### config.mk
export PLATFORM = sky130hd
export DESIGN_NAME = positional_pid_deadband
export DESIGN_NICKNAME = d
export VERILOG_FILES = /design/src/hdl/ppid_pkg.sv /design/src/hdl/ppid_err.sv /design/src/hdl/ppid_mult.sv /design/src/hdl/ppid_out.sv /design/src/hdl/positional_pid_deadband.sv
export SDC_FILE = /design/constraint.sdc
export NUM_CORES = 2
export LEC_CHECK = 0
export BUFFER_PORTS_ARGS = -buffer_cell sky130_fd_sc_hd__buf_2
export CAP_MARGIN = 20
export CORE_UTILIZATION = 55
export CTS_BUF_LIST = sky130_fd_sc_hd__clkbuf_2
export DETAILED_ROUTE_END_ITERATION = 10
export PLACE_DENSITY = 0.68
export SYNTH_ARGS = -nofsm -noshare
export SYNTH_HDL_FRONTEND = slang
export SYNTH_SLANG_ARGS = --single-unit
### constraint.sdc
create_clock -name clock -period 24.4 [get_ports clock]
set_input_delay 2.44 -clock clock [delete_from_list [all_inputs] [get_ports clock]]
set_output_delay 2.44 -clock clock [all_outputs]
set_load 0.005 [all_outputs]
### src/hdl/ppid_pkg.sv
// ----------------------------------------------------------------------------
// ppid_pkg
// Shared types, widths and register indexes of the positional PID controller.
// ----------------------------------------------------------------------------
package ppid_pkg;

   // Configuration register indexes.
   localparam logic [2:0] REG_GAIN_P    = 3'd0;
   localparam logic [2:0] REG_GAIN_I    = 3'd1;
   localparam logic [2:0] REG_GAIN_D    = 3'd2;
   localparam logic [2:0] REG_DEAD_BAND = 3'd3;
   localparam logic [2:0] REG_INT_THR   = 3'd4;
   localparam logic [2:0] REG_INT_LIM   = 3'd5;

   localparam int CSR_INDEX_W = 3;
   localparam int CSR_DATA_W  = 32;

   // Largest drive magnitude; the most negative code is never produced.
   localparam logic signed [31:0] DRIVE_MAX = 32'sh7FFF_FFFF;

   localparam logic [16:0] INT_THR_RESET = 17'h1_FFFF;
   localparam logic [30:0] INT_LIM_RESET = 31'h7FFF_FFFF;

   typedef struct packed {
      logic signed [15:0] gain_proportional;
      logic signed [15:0] gain_integral;
      logic signed [15:0] gain_derivative;
      logic        [15:0] dead_band;
      logic        [16:0] integral_threshold;
      logic        [30:0] integral_limit;
   } ppid_cfg_type;

   // Error stage result: dead-banded error, its difference, clamped integral.
   typedef struct packed {
      logic signed [16:0] err;
      logic signed [17:0] err_diff;
      logic signed [31:0] integral;
      logic               sat;
   } ppid_mid_type;

   // Product stage result.
   typedef struct packed {
      logic signed [32:0] prod_p;
      logic signed [47:0] prod_i;
      logic signed [33:0] prod_d;
      logic               sat;
   } ppid_prod_type;

endpackage

### src/hdl/ppid_err.sv
// ----------------------------------------------------------------------------
// ppid_err
// Error, dead band, integral separation and integral clamp; holds the state.
// ----------------------------------------------------------------------------
module ppid_err
   import ppid_pkg::*;
(
   input  logic               clock,
   input  logic               reset,
   input  ppid_cfg_type       cfg,
   input  logic               in_valid,
   output logic               in_ready,
   input  logic signed [15:0] measured,
   input  logic signed [15:0] target,
   output logic               mid_valid,
   input  logic               mid_ready,
   output ppid_mid_type       mid
);

   logic               mid_valid_ff, mid_valid_in;
   ppid_mid_type       mid_ff, mid_in;
   logic signed [31:0] integral_ff, integral_in;
   logic signed [16:0] prev_err_ff, prev_err_in;

   logic signed [16:0] err_raw;
   logic signed [16:0] err_abs;
   logic        [15:0] mag;
   logic               dead;
   logic               integrate;
   logic signed [16:0] err_db;
   logic        [15:0] shrunk;
   logic signed [16:0] shrunk_s;
   logic signed [16:0] delta;
   logic signed [32:0] acc_raw;
   logic signed [32:0] lim;
   logic signed [32:0] lim_neg;
   logic               over_hi;
   logic               over_lo;
   logic               take;

   assign in_ready = !mid_valid_ff || mid_ready;
   assign take     = in_valid && in_ready;

   assign err_raw = 17'(target) - 17'(measured);
   assign err_abs = err_raw[16] ? -err_raw : err_raw;
   // |error| is at most 65535, so 16 bits hold it.
   assign mag     = err_abs[15:0];
   assign dead    = mag < cfg.dead_band;
   assign err_db  = dead ? 17'sd0 : err_raw;

   // Outside the dead band mag >= dead_band, so this cannot wrap.
   assign shrunk    = mag - cfg.dead_band;
   assign shrunk_s  = $signed({1'b0, shrunk});
   assign integrate = !dead && ({1'b0, mag} < cfg.integral_threshold);
   assign delta     = !integrate ? 17'sd0 : (err_raw[16] ? -shrunk_s : shrunk_s);

   assign acc_raw = 33'(integral_ff) + 33'(delta);
   assign lim     = $signed({2'b00, cfg.integral_limit});
   assign lim_neg = -lim;
   assign over_hi = acc_raw > lim;
   assign over_lo = acc_raw < lim_neg;

   always_comb begin
      mid_in.err      = err_db;
      mid_in.err_diff = 18'(err_db) - 18'(prev_err_ff);
      mid_in.sat      = over_hi || over_lo;
      if (over_hi) begin
         mid_in.integral = lim[31:0];
      end else if (over_lo) begin
         mid_in.integral = lim_neg[31:0];
      end else begin
         mid_in.integral = acc_raw[31:0];
      end
   end

   assign mid_valid_in = take ? 1'b1 : (mid_ready ? 1'b0 : mid_valid_ff);
   assign integral_in  = take ? mid_in.integral : integral_ff;
   assign prev_err_in  = take ? err_db : prev_err_ff;

   always_ff @(posedge clock) begin
      if (reset) begin
         mid_valid_ff <= 1'b0;
         integral_ff  <= '0;
         prev_err_ff  <= '0;
      end else begin
         mid_valid_ff <= mid_valid_in;
         integral_ff  <= integral_in;
         prev_err_ff  <= prev_err_in;
      end
   end

   always_ff @(posedge clock) begin
      if (take) begin
         mid_ff <= mid_in;
      end
   end

   assign mid_valid = mid_valid_ff;
   assign mid       = mid_ff;

   // The stored integral never leaves the limit that was in force when set.
   a_int_in_limit: assert property (@(posedge clock) disable iff (reset)
      take |=> ($signed(integral_ff) <= $signed({1'b0, $past(cfg.integral_limit)}))
               && ($signed(integral_ff) >= -$signed({1'b0, $past(cfg.integral_limit)})))
      else $error("integral outside limit");

   // An error inside the dead band is passed on as zero.
   a_dead_zero: assert property (@(posedge clock) disable iff (reset)
      (take && dead) |=> (mid_ff.err == 17'sd0))
      else $error("dead band error not zeroed");

   // The previous error tracks the error handed to the next stage.
   a_prev_track: assert property (@(posedge clock) disable iff (reset)
      take |=> (prev_err_ff == mid_ff.err))
      else $error("previous error out of step");

endmodule

### src/hdl/ppid_mult.sv
// ----------------------------------------------------------------------------
// ppid_mult
// Three gain multiplies, registered.
// ----------------------------------------------------------------------------
module ppid_mult
   import ppid_pkg::*;
(
   input  logic          clock,
   input  logic          reset,
   input  ppid_cfg_type  cfg,
   input  logic          mid_valid,
   output logic          mid_ready,
   input  ppid_mid_type  mid,
   output logic          prod_valid,
   input  logic          prod_ready,
   output ppid_prod_type prod
);

   logic          prod_valid_ff, prod_valid_in;
   ppid_prod_type prod_ff, prod_in;
   logic          take;

   assign mid_ready = !prod_valid_ff || prod_ready;
   assign take      = mid_valid && mid_ready;

   always_comb begin
      prod_in.prod_p = 33'(cfg.gain_proportional) * 33'(mid.err);
      prod_in.prod_i = 48'(cfg.gain_integral) * 48'(mid.integral);
      prod_in.prod_d = 34'(cfg.gain_derivative) * 34'(mid.err_diff);
      prod_in.sat    = mid.sat;
   end

   assign prod_valid_in = take ? 1'b1 : (prod_ready ? 1'b0 : prod_valid_ff);

   always_ff @(posedge clock) begin
      if (reset) begin
         prod_valid_ff <= 1'b0;
      end else begin
         prod_valid_ff <= prod_valid_in;
      end
   end

   always_ff @(posedge clock) begin
      if (take) begin
         prod_ff <= prod_in;
      end
   end

   assign prod_valid = prod_valid_ff;
   assign prod       = prod_ff;

   // A held product stage keeps its contents.
   a_hold: assert property (@(posedge clock) disable iff (reset)
      (prod_valid_ff && !prod_ready) |=> (prod_valid_ff && $stable(prod_ff)))
      else $error("product stage lost while stalled");

   // A zero proportional gain gives a zero proportional product.
   a_zero_gain: assert property (@(posedge clock) disable iff (reset)
      (take && cfg.gain_proportional == 16'sd0) |=> (prod_ff.prod_p == 33'sd0))
      else $error("proportional product not zero");

   // The integral product fits in 46 bits plus sign.
   a_prod_range: assert property (@(posedge clock) disable iff (reset)
      prod_valid_ff |-> (prod_ff.prod_i[47] == prod_ff.prod_i[46]))
      else $error("integral product out of range");

endmodule

### src/hdl/ppid_out.sv
// ----------------------------------------------------------------------------
// ppid_out
// Sum of products, floor shift by 8, saturation, result register.
// ----------------------------------------------------------------------------
module ppid_out
   import ppid_pkg::*;
(
   input  logic               clock,
   input  logic               reset,
   input  logic               prod_valid,
   output logic               prod_ready,
   input  ppid_prod_type      prod,
   output logic               rsp_valid,
   input  logic               rsp_ready,
   output logic signed [31:0] rsp_drive,
   output logic               rsp_saturated
);

   logic               rsp_valid_ff, rsp_valid_in;
   logic signed [31:0] drive_ff, drive_in;
   logic               sat_ff, sat_in;
   logic signed [49:0] sum;
   logic signed [41:0] shifted;
   logic               over_hi;
   logic               over_lo;
   logic               take;

   assign prod_ready = !rsp_valid_ff || rsp_ready;
   assign take       = prod_valid && prod_ready;

   assign sum     = 50'(prod.prod_p) + 50'(prod.prod_i) + 50'(prod.prod_d);
   // Dropping the low bits of a two's complement value rounds toward minus infinity.
   assign shifted = sum[49:8];
   assign over_hi = shifted > 42'(DRIVE_MAX);
   assign over_lo = shifted < -42'(DRIVE_MAX);

   always_comb begin
      sat_in = prod.sat || over_hi || over_lo;
      if (over_hi) begin
         drive_in = DRIVE_MAX;
      end else if (over_lo) begin
         drive_in = -DRIVE_MAX;
      end else begin
         drive_in = shifted[31:0];
      end
   end

   assign rsp_valid_in = take ? 1'b1 : (rsp_ready ? 1'b0 : rsp_valid_ff);

   always_ff @(posedge clock) begin
      if (reset) begin
         rsp_valid_ff <= 1'b0;
      end else begin
         rsp_valid_ff <= rsp_valid_in;
      end
   end

   always_ff @(posedge clock) begin
      if (take) begin
         drive_ff <= drive_in;
         sat_ff   <= sat_in;
      end
   end

   assign rsp_valid     = rsp_valid_ff;
   assign rsp_drive     = drive_ff;
   assign rsp_saturated = sat_ff;

   // The most negative code is never driven.
   a_no_min: assert property (@(posedge clock) disable iff (reset)
      rsp_valid_ff |-> (drive_ff != 32'sh8000_0000))
      else $error("drive reached the most negative code");

   // A clipped drive is always flagged.
   a_clip_flag: assert property (@(posedge clock) disable iff (reset)
      (take && (over_hi || over_lo)) |=> sat_ff)
      else $error("clipped drive not flagged");

   // Each taken product becomes a pending result.
   a_take_valid: assert property (@(posedge clock) disable iff (reset)
      take |=> rsp_valid_ff)
      else $error("result lost");

endmodule

### src/hdl/positional_pid_deadband.sv
// ----------------------------------------------------------------------------
// positional_pid_deadband
// Positional PID controller with error dead band and integral separation.
// ----------------------------------------------------------------------------
//
//   Channel   Direction  Handshake             Payload
//   req_      in         req_valid/req_ready   req_measured, req_target
//   rsp_      out        rsp_valid/rsp_ready   rsp_drive, rsp_saturated
//   csr_      in         csr_valid/csr_ready   csr_index, csr_data
//
// A request passes four registers: the input register, the error stage
// (which also updates the integral and previous error), the product stage
// and the result register, in that order, before its result is presented.
// One request is accepted every cycle while the output side keeps up; the
// throughput is set by the integral add-and-clamp loop in the error stage.
// Each stage only waits when the stage after it is full and stalled, so
// bubbles are squeezed out under back-pressure. Reset is synchronous and
// active high; it clears every valid flag, the integral and previous error,
// and loads the register defaults. Writes to the CSR port are always taken;
// an index beyond the register list is ignored.
//
module positional_pid_deadband
   import ppid_pkg::*;
(
   input  logic                   clock,
   input  logic                   reset,
   input  logic                   req_valid,
   output logic                   req_ready,
   input  logic signed [15:0]     req_measured,
   input  logic signed [15:0]     req_target,
   output logic                   rsp_valid,
   input  logic                   rsp_ready,
   output logic signed [31:0]     rsp_drive,
   output logic                   rsp_saturated,
   input  logic                   csr_valid,
   output logic                   csr_ready,
   input  logic [CSR_INDEX_W-1:0] csr_index,
   input  logic [CSR_DATA_W-1:0]  csr_data
);

   // Configuration registers.
   ppid_cfg_type cfg_ff, cfg_in;

   // Input register.
   logic               in_valid_ff, in_valid_in;
   logic signed [15:0] measured_ff;
   logic signed [15:0] target_ff;

   logic          err_ready;
   logic          mid_valid;
   logic          mid_ready;
   ppid_mid_type  mid;
   logic          prod_valid;
   logic          prod_ready;
   ppid_prod_type prod;
   logic          req_take;

   // The CSR port never stalls.
   assign csr_ready = 1'b1;

   always_comb begin
      cfg_in = cfg_ff;
      if (csr_valid) begin
         unique case (csr_index)
            REG_GAIN_P:    cfg_in.gain_proportional  = $signed(csr_data[15:0]);
            REG_GAIN_I:    cfg_in.gain_integral      = $signed(csr_data[15:0]);
            REG_GAIN_D:    cfg_in.gain_derivative    = $signed(csr_data[15:0]);
            REG_DEAD_BAND: cfg_in.dead_band          = csr_data[15:0];
            REG_INT_THR:   cfg_in.integral_threshold = csr_data[16:0];
            REG_INT_LIM:   cfg_in.integral_limit     = csr_data[30:0];
            default: begin
               cfg_in = cfg_ff;
            end
         endcase
      end
   end

   always_ff @(posedge clock) begin
      if (reset) begin
         cfg_ff.gain_proportional  <= '0;
         cfg_ff.gain_integral      <= '0;
         cfg_ff.gain_derivative    <= '0;
         cfg_ff.dead_band          <= '0;
         cfg_ff.integral_threshold <= INT_THR_RESET;
         cfg_ff.integral_limit     <= INT_LIM_RESET;
      end else begin
         cfg_ff <= cfg_in;
      end
   end

   // The input register takes a new request whenever it is empty or its
   // current request moves on into the error stage in the same cycle.
   assign req_ready   = !in_valid_ff || err_ready;
   assign req_take    = req_valid && req_ready;
   assign in_valid_in = req_take ? 1'b1 : (err_ready ? 1'b0 : in_valid_ff);

   always_ff @(posedge clock) begin
      if (reset) begin
         in_valid_ff <= 1'b0;
      end else begin
         in_valid_ff <= in_valid_in;
      end
   end

   always_ff @(posedge clock) begin
      if (req_take) begin
         measured_ff <= req_measured;
         target_ff   <= req_target;
      end
   end

   // Error, dead band and integral update; the controller state lives here.
   ppid_err u_err (
      .clock     (clock),
      .reset     (reset),
      .cfg       (cfg_ff),
      .in_valid  (in_valid_ff),
      .in_ready  (err_ready),
      .measured  (measured_ff),
      .target    (target_ff),
      .mid_valid (mid_valid),
      .mid_ready (mid_ready),
      .mid       (mid)
   );

   // The three gain products.
   ppid_mult u_mult (
      .clock      (clock),
      .reset      (reset),
      .cfg        (cfg_ff),
      .mid_valid  (mid_valid),
      .mid_ready  (mid_ready),
      .mid        (mid),
      .prod_valid (prod_valid),
      .prod_ready (prod_ready),
      .prod       (prod)
   );

   // Sum, scaling, saturation and the result register.
   ppid_out u_out (
      .clock         (clock),
      .reset         (reset),
      .prod_valid    (prod_valid),
      .prod_ready    (prod_ready),
      .prod          (prod),
      .rsp_valid     (rsp_valid),
      .rsp_ready     (rsp_ready),
      .rsp_drive     (rsp_drive),
      .rsp_saturated (rsp_saturated)
   );

   // An accepted request always lands in the input register.
   a_req_lands: assert property (@(posedge clock) disable iff (reset)
      req_take |=> in_valid_ff)
      else $error("request not captured");

   // A request held in a stalled input register keeps its payload.
   a_in_hold: assert property (@(posedge clock) disable iff (reset)
      (in_valid_ff && !err_ready) |=> (in_valid_ff && $stable(measured_ff)
                                       && $stable(target_ff)))
      else $error("input register changed while stalled");

   // Register writes beyond the list leave the configuration unchanged.
   a_bad_index: assert property (@(posedge clock) disable iff (reset)
      (csr_valid && csr_index != REG_GAIN_P && csr_index != REG_GAIN_I
       && csr_index != REG_GAIN_D && csr_index != REG_DEAD_BAND
       && csr_index != REG_INT_THR && csr_index != REG_INT_LIM) |=> $stable(cfg_ff))
      else $error("configuration changed by unknown index");

endmodule

# After elaboration in Yosys (flattened, before gate mapping)
# Index checks and enable logic that the tools add are counted.
dict set report totals {
  regBits 414
  inputBits 72
  out_inout_bits 36
  wordCells 92
}
dict set report op_classes {
  add_sub_neg 9
  n_mul 3
  order_cmp 6
  eq_ne 5
  muxes 15
  reduce_logical 29
}
# op n
set ops {}
lappend ops {{2-to-1 mux 32 bit} 3}
lappend ops {{2-to-1 mux 17 bit} 3}
lappend ops {{adder 49 x 34 -> 50 bit} 1}
lappend ops {{adder 33 x 48 -> 49 bit} 1}
lappend ops {{multiplier 16 x 32 -> 48 bit} 1}
lappend ops {{> comparator 42 x 32 -> 1 bit, second input constant} 1}
lappend ops {{< comparator 42 x 32 -> 1 bit, second input constant} 1}
lappend ops {{multiplier 16 x 18 -> 34 bit} 1}
lappend ops {{adder 32 x 17 -> 33 bit} 1}
lappend ops {{> comparator 33 x 32 -> 1 bit} 1}
lappend ops {{< comparator 33 bit} 1}
lappend ops {{multiplier 16 x 17 -> 33 bit} 1}
lappend ops {{negator 31 -> 33 bit} 1}
lappend ops {{subtractor 17 x 17 -> 18 bit} 1}
lappend ops {{< comparator 16 x 17 -> 1 bit} 1}
lappend ops {{negator 16 -> 17 bit} 1}
lappend ops {{subtractor 16 x 16 -> 17 bit} 1}
lappend ops {{< comparator 16 bit} 1}
lappend ops {{2-to-1 mux 16 bit} 1}
lappend ops {{negator 16 bit} 1}
lappend ops {{subtractor 16 bit} 1}
lappend ops {{AND reduction 2 bit} 6}
lappend ops {{2-to-1 mux 1 bit} 8}
lappend ops {{nonzero test 2 bit} 4}
lappend ops {{other kinds (8)} 24}

# Depth between registers and ports, before layout
dict set report depth {
  depth_word 11
  depth_mapped 56
  depth_no_buf 51
}

# Hierarchy
# Synthesis repeated with hierarchy kept, for this count alone.
dict set report hier_totals {
  hier_cells 7134
  area_unflattened_um2 65595.4
}
# module n_inst cells_per_inst area_per_inst_um2 seq_area_each_um2
set by_module_without_submodules {}
lappend by_module_without_submodules {ppid_mult 1 4496 42274.3 3503.4}
lappend by_module_without_submodules {ppid_err 1 1495 11966.5 3042.9}
lappend by_module_without_submodules {ppid_out 1 685 5953.2 1011.0}
lappend by_module_without_submodules {positional_pid_deadband 1 458 5401.4 3223.1}

# Worst setup path before layout
# OpenSTA, ideal clock, no wires.
dict set report synth_path {
  path_kind {input to register}
  startpoint {in rsp_ready}
  endpoint {reg u_mult.prod_ff (netlist bit u_mult.prod[0]), enable pin}
  setup_time_ns 0.768
  t_arrival_ns 10.921
  t_required_ns 23.632
  path_slack_ns 12.710
  cell_stages 2
  path_buffers 0
  path_cell_list {nor2b_1 -> a21boi_0}
}
dict set report synth_via {
  elab_chain_len 3
}
# element line_no
set synth_lines {}
lappend synth_lines {{start, declared} positional_pid_deadband.sv:32} ;# input logic rsp_ready,
lappend synth_lines {{logical OR 1 bit} ppid_out.sv:28} ;# assign prod_ready = !rsp_valid_ff || rsp_ready;
lappend synth_lines {{logical OR 1 bit} ppid_mult.sv:23} ;# assign mid_ready = !prod_valid_ff || prod_ready;
lappend synth_lines {{logical AND 1 bit} ppid_mult.sv:24} ;# assign take = mid_valid && mid_ready;
lappend synth_lines {{end signal, assigned} ppid_mult.sv:45} ;# prod_ff <= prod_in;
lappend synth_lines {{end, declared} ppid_mult.sv:20} ;# ppid_prod_type prod_ff, prod_in;
# No other way between the ends.
# A chain may end at the register's enable or synchronous reset.

==> impl_metrics.env <==
export IMPL_cts_tree="built"
export IMPL_whs_ps=460.1
export IMPL_synthFlopType="edfxtp_1"
export IMPL_clk_path_buf_depth=3
export IMPL_worst_ep_arrival_time_ps=13890
export IMPL_relSlewSlack_pct=25.00
export IMPL_grt_usage_pct=28.61
export IMPL_cts_hold_buf=0
export IMPL_required_ps=25630
export IMPL_core_area_um2=113100
export IMPL_wire_per_inst_um=19.11
export IMPL_synth_seq_area_share_pct=17.10
export IMPL_whs_path_depth=2
export IMPL_p_seq_share_pct=28.7
export IMPL_internal_power_mw=2.099
export IMPL_post_route_util_pct=58.39
export IMPL_rows=123
export IMPL_hp_start="u_err.prev_err_ff[10]$_SDFFE_PP0P_"
export IMPL_r2r_cells=51
export IMPL_setup_violations_final=0
export IMPL_place_inst=8180
export IMPL_path_max_fanout=39
export IMPL_synth_edf_count=249
export IMPL_rsz0062_at_grt="false"
export IMPL_die_area_um2=116000
export IMPL_postSynthAreaPerCell_um2=9.282
export IMPL_cpMostUsedCell="nor2_1"
export IMPL_start_util_pct=55.73
export IMPL_synth_warnings=0
export IMPL_use_met2_pct=47.01
export IMPL_grt_pass1_wl_um=261600
export IMPL_max_slew_worst_pin_slew_ps=1123
export IMPL_nets=8461
export IMPL_r2r_start="measured_ff[0]$_DFFE_PP_"
export IMPL_grt_busiest_layer="met2"
export IMPL_clk_insertion_delay_late_ps=1340
export IMPL_status="finished clean"
export IMPL_yosys_area_top_type="fa_1"
export IMPL_first_global_vias=49440
export IMPL_grtUsageMet1_pct=39.14
export IMPL_slew_viol_final=0
export IMPL_final_cell_area_um2=66040
export IMPL_hp_class="reg2reg"
export IMPL_met3_usage_pct=4.807
export IMPL_post_cts_resized=0
export IMPL_drive_gt1_share_pct=5.752
export IMPL_grt_ovfl_total=0
export IMPL_synth_cells=6792
export IMPL_place_congestion=0.9103
export IMPL_drc=0
export IMPL_detail_route_wirelength_um=160400
export IMPL_period_needed_ps=12660
export IMPL_syn_area_um2=63040
export IMPL_vias=47020
export IMPL_finalCritPeriodShare_pct=51.90
export IMPL_areaGrowthSynthToFinish_pct=4.761
export IMPL_async_reset_ff_share_pct=0
export IMPL_synth_nets=8458
export IMPL_slowest_stage="a211oi_1"
export IMPL_p_leak_nw=28.41
export IMPL_ys_types=95
export IMPL_n_fill_cell=9982
export IMPL_dpl_cell_area_um2=64840
export IMPL_dr_pass1_iters=6
export IMPL_fp_dieH_um=340.6
export IMPL_io_buffers=105
export IMPL_critical_path_max_stage_delay_ps=570
export IMPL_p_per_area_nw_per_um2=64.85
export IMPL_ys_ff_latch=414
export IMPL_numClockSinks=414
export IMPL_fin_skew_ps=126.0
export IMPL_die_x_um=340.6
export IMPL_worstSetupStartpointType="flop"
export IMPL_setup_tns_ps=0
export IMPL_ctsRootBufferMaster="clkbuf_2"
export IMPL_ctsHtreeMaxLevel=3
export IMPL_numCtsBuffers=110
export IMPL_clk_pin_slew_ps=100
export IMPL_cap_violations=0
export IMPL_final_hold_viol_count=0
export IMPL_synthTopCellsByArea="fa_1, edfxtp_1, ha_1"
export IMPL_end_kind="flop"
export IMPL_post_cts_buffers=0
export IMPL_ant_nets=0
export IMPL_comb_power_share_pct=58.7
export IMPL_boundaryPins=108
export IMPL_ir_drop_mv=0.1647
export IMPL_ys_top_cells_by_count="inv_1, fa_1, nand2_1"
export IMPL_routed_via_density=5.602
export IMPL_antenna_found_initial=15
export IMPL_synth_most_common_cell="inv_1"
export IMPL_critPathKind="reg2reg"
export IMPL_drt_iter0_drc=3393
export IMPL_p_sw_mw=2.183
export IMPL_clkPwrFrac_pct=12.6
export IMPL_fmax_mhz=78.97
export IMPL_dpl_hpwl_um=125400
export IMPL_synth_top_area_share_pct=35.03
export IMPL_grt_start_max_net_pins=88
export IMPL_swShare_pct=50.98
export IMPL_crit_path_start="measured_ff[0]$_DFFE_PP_"
export IMPL_finalNonFillerCells=8394
[metrics by stage]
| step | total power [mW] | setup slack (ps) |
|---|---|---|
| floorplan | 2.929 | 12710 |
| global placement | 3.641 | 12100 |
| detailed placement | 3.692 | 12010 |
| CTS | 4.252 | 11830 |
| global route | 4.618 | 10600 |
| finish | 4.283 | 11740 |
[cells in the final DEF, fill, tap and decap left out, drive strengths merged, types with 43 or more instances in the layout]
master,instances
buf,157
o21ai,131
nor2,232
edfxtp,249
xor2,67
nand2,998
ha,491
xnor2,206
clkbuf,150
nand3,57
o211ai,57
o21bai,46
a21oi,332
nor3,61
and2,385
a21o,119
fa,1103
clkinv,43
inv,1256
dfxtp,165
nand2b,93
[cells by family (layout without fill, tap and decap cells)]
logic type | count (synthesis) | after routing | synth area share, %
AOI/OAI and AO/OA | 934 | 934 | 9.626
adders and majority gates | 1594 | 1594 | 44.77
and+or+nand+nor | 2038 | 2038 | 15.29
buffers and inverters | 1518 | 1610 | 9.090
xor gates and xnor gates | 273 | 273 | 3.793
other | 1 | 11 | 0.005949
muxes | 20 | 20 | 0.3255
DFF | 414 | 414 | 17.10
[state kept, by name, summed over array words and instances, names as in the netlist, 16 cells and up]
signal / cells
u_mult.prod: 116
cfg_ff: 112
u_err.mid: 68
u_err.integral_ff: 32
u_out.rsp_drive: 32
u_err.prev_err_ff: 17
measured_ff: 16
target_ff: 16
[power groups by stage]
stage / registers [mW] / logic (mW) / clock network, mW
detailed placement: 1.23 / 2.46 / 0
floorplan: 0.997 / 1.93 / 0
global placement: 1.23 / 2.41 / 0
global route: 1.24 / 2.79 / 0.588
CTS: 1.22 / 2.48 / 0.557
finish: 1.23 / 2.51 / 0.538
[routing by layer]
metal | wire length, µm | up-vias
met4 | 4522 | 4
met5 | 27 | -
met3 | 11850 | 296
met2 | 75170 | 1647
li1 | - | 21490
met1 | 68850 | 23590
[path summary, 6_finish.rpt]
path / end / slack, ps
max: u_err.integral_ff[30]$_SDFFE_PP0P_ / 11740
min: u_err.prev_err_ff[10]$_SDFFE_PP0P_ / 460
max reg2reg: u_err.integral_ff[30]$_SDFFE_PP0P_ / 11740
min reg2reg: u_err.prev_err_ff[10]$_SDFFE_PP0P_ / 460
[critical path, delay by kind of cell, from the launching register on]
family | cells | cell delay (ps)
AND/OR/NAND/NOR | 18 | 3450
AO/OA/AOI/OAI | 21 | 5320
flip-flops | 1 | 380
buffers and inverters | 4 | 880
XOR/XNOR | 1 | 270
multiplexers | 2 | 720
adder cells (fa/ha/maj) | 5 | 1530
[area by class of cell]
class                      instances  area [µm²]  area share, %
multi-input combinational       4860       46590          70.54
sequential                       414       10780          16.32
inverter                        1252        4702          7.120
tap                             1500        1877          2.842
timing repair buffer             157       970.9          1.470
clock buffer                     150       750.7          1.137
clock inverter                    51       350.3         0.5305
antenna                           10       25.02        0.03789
No activity file was read; power rests on OpenSTA's default activity.
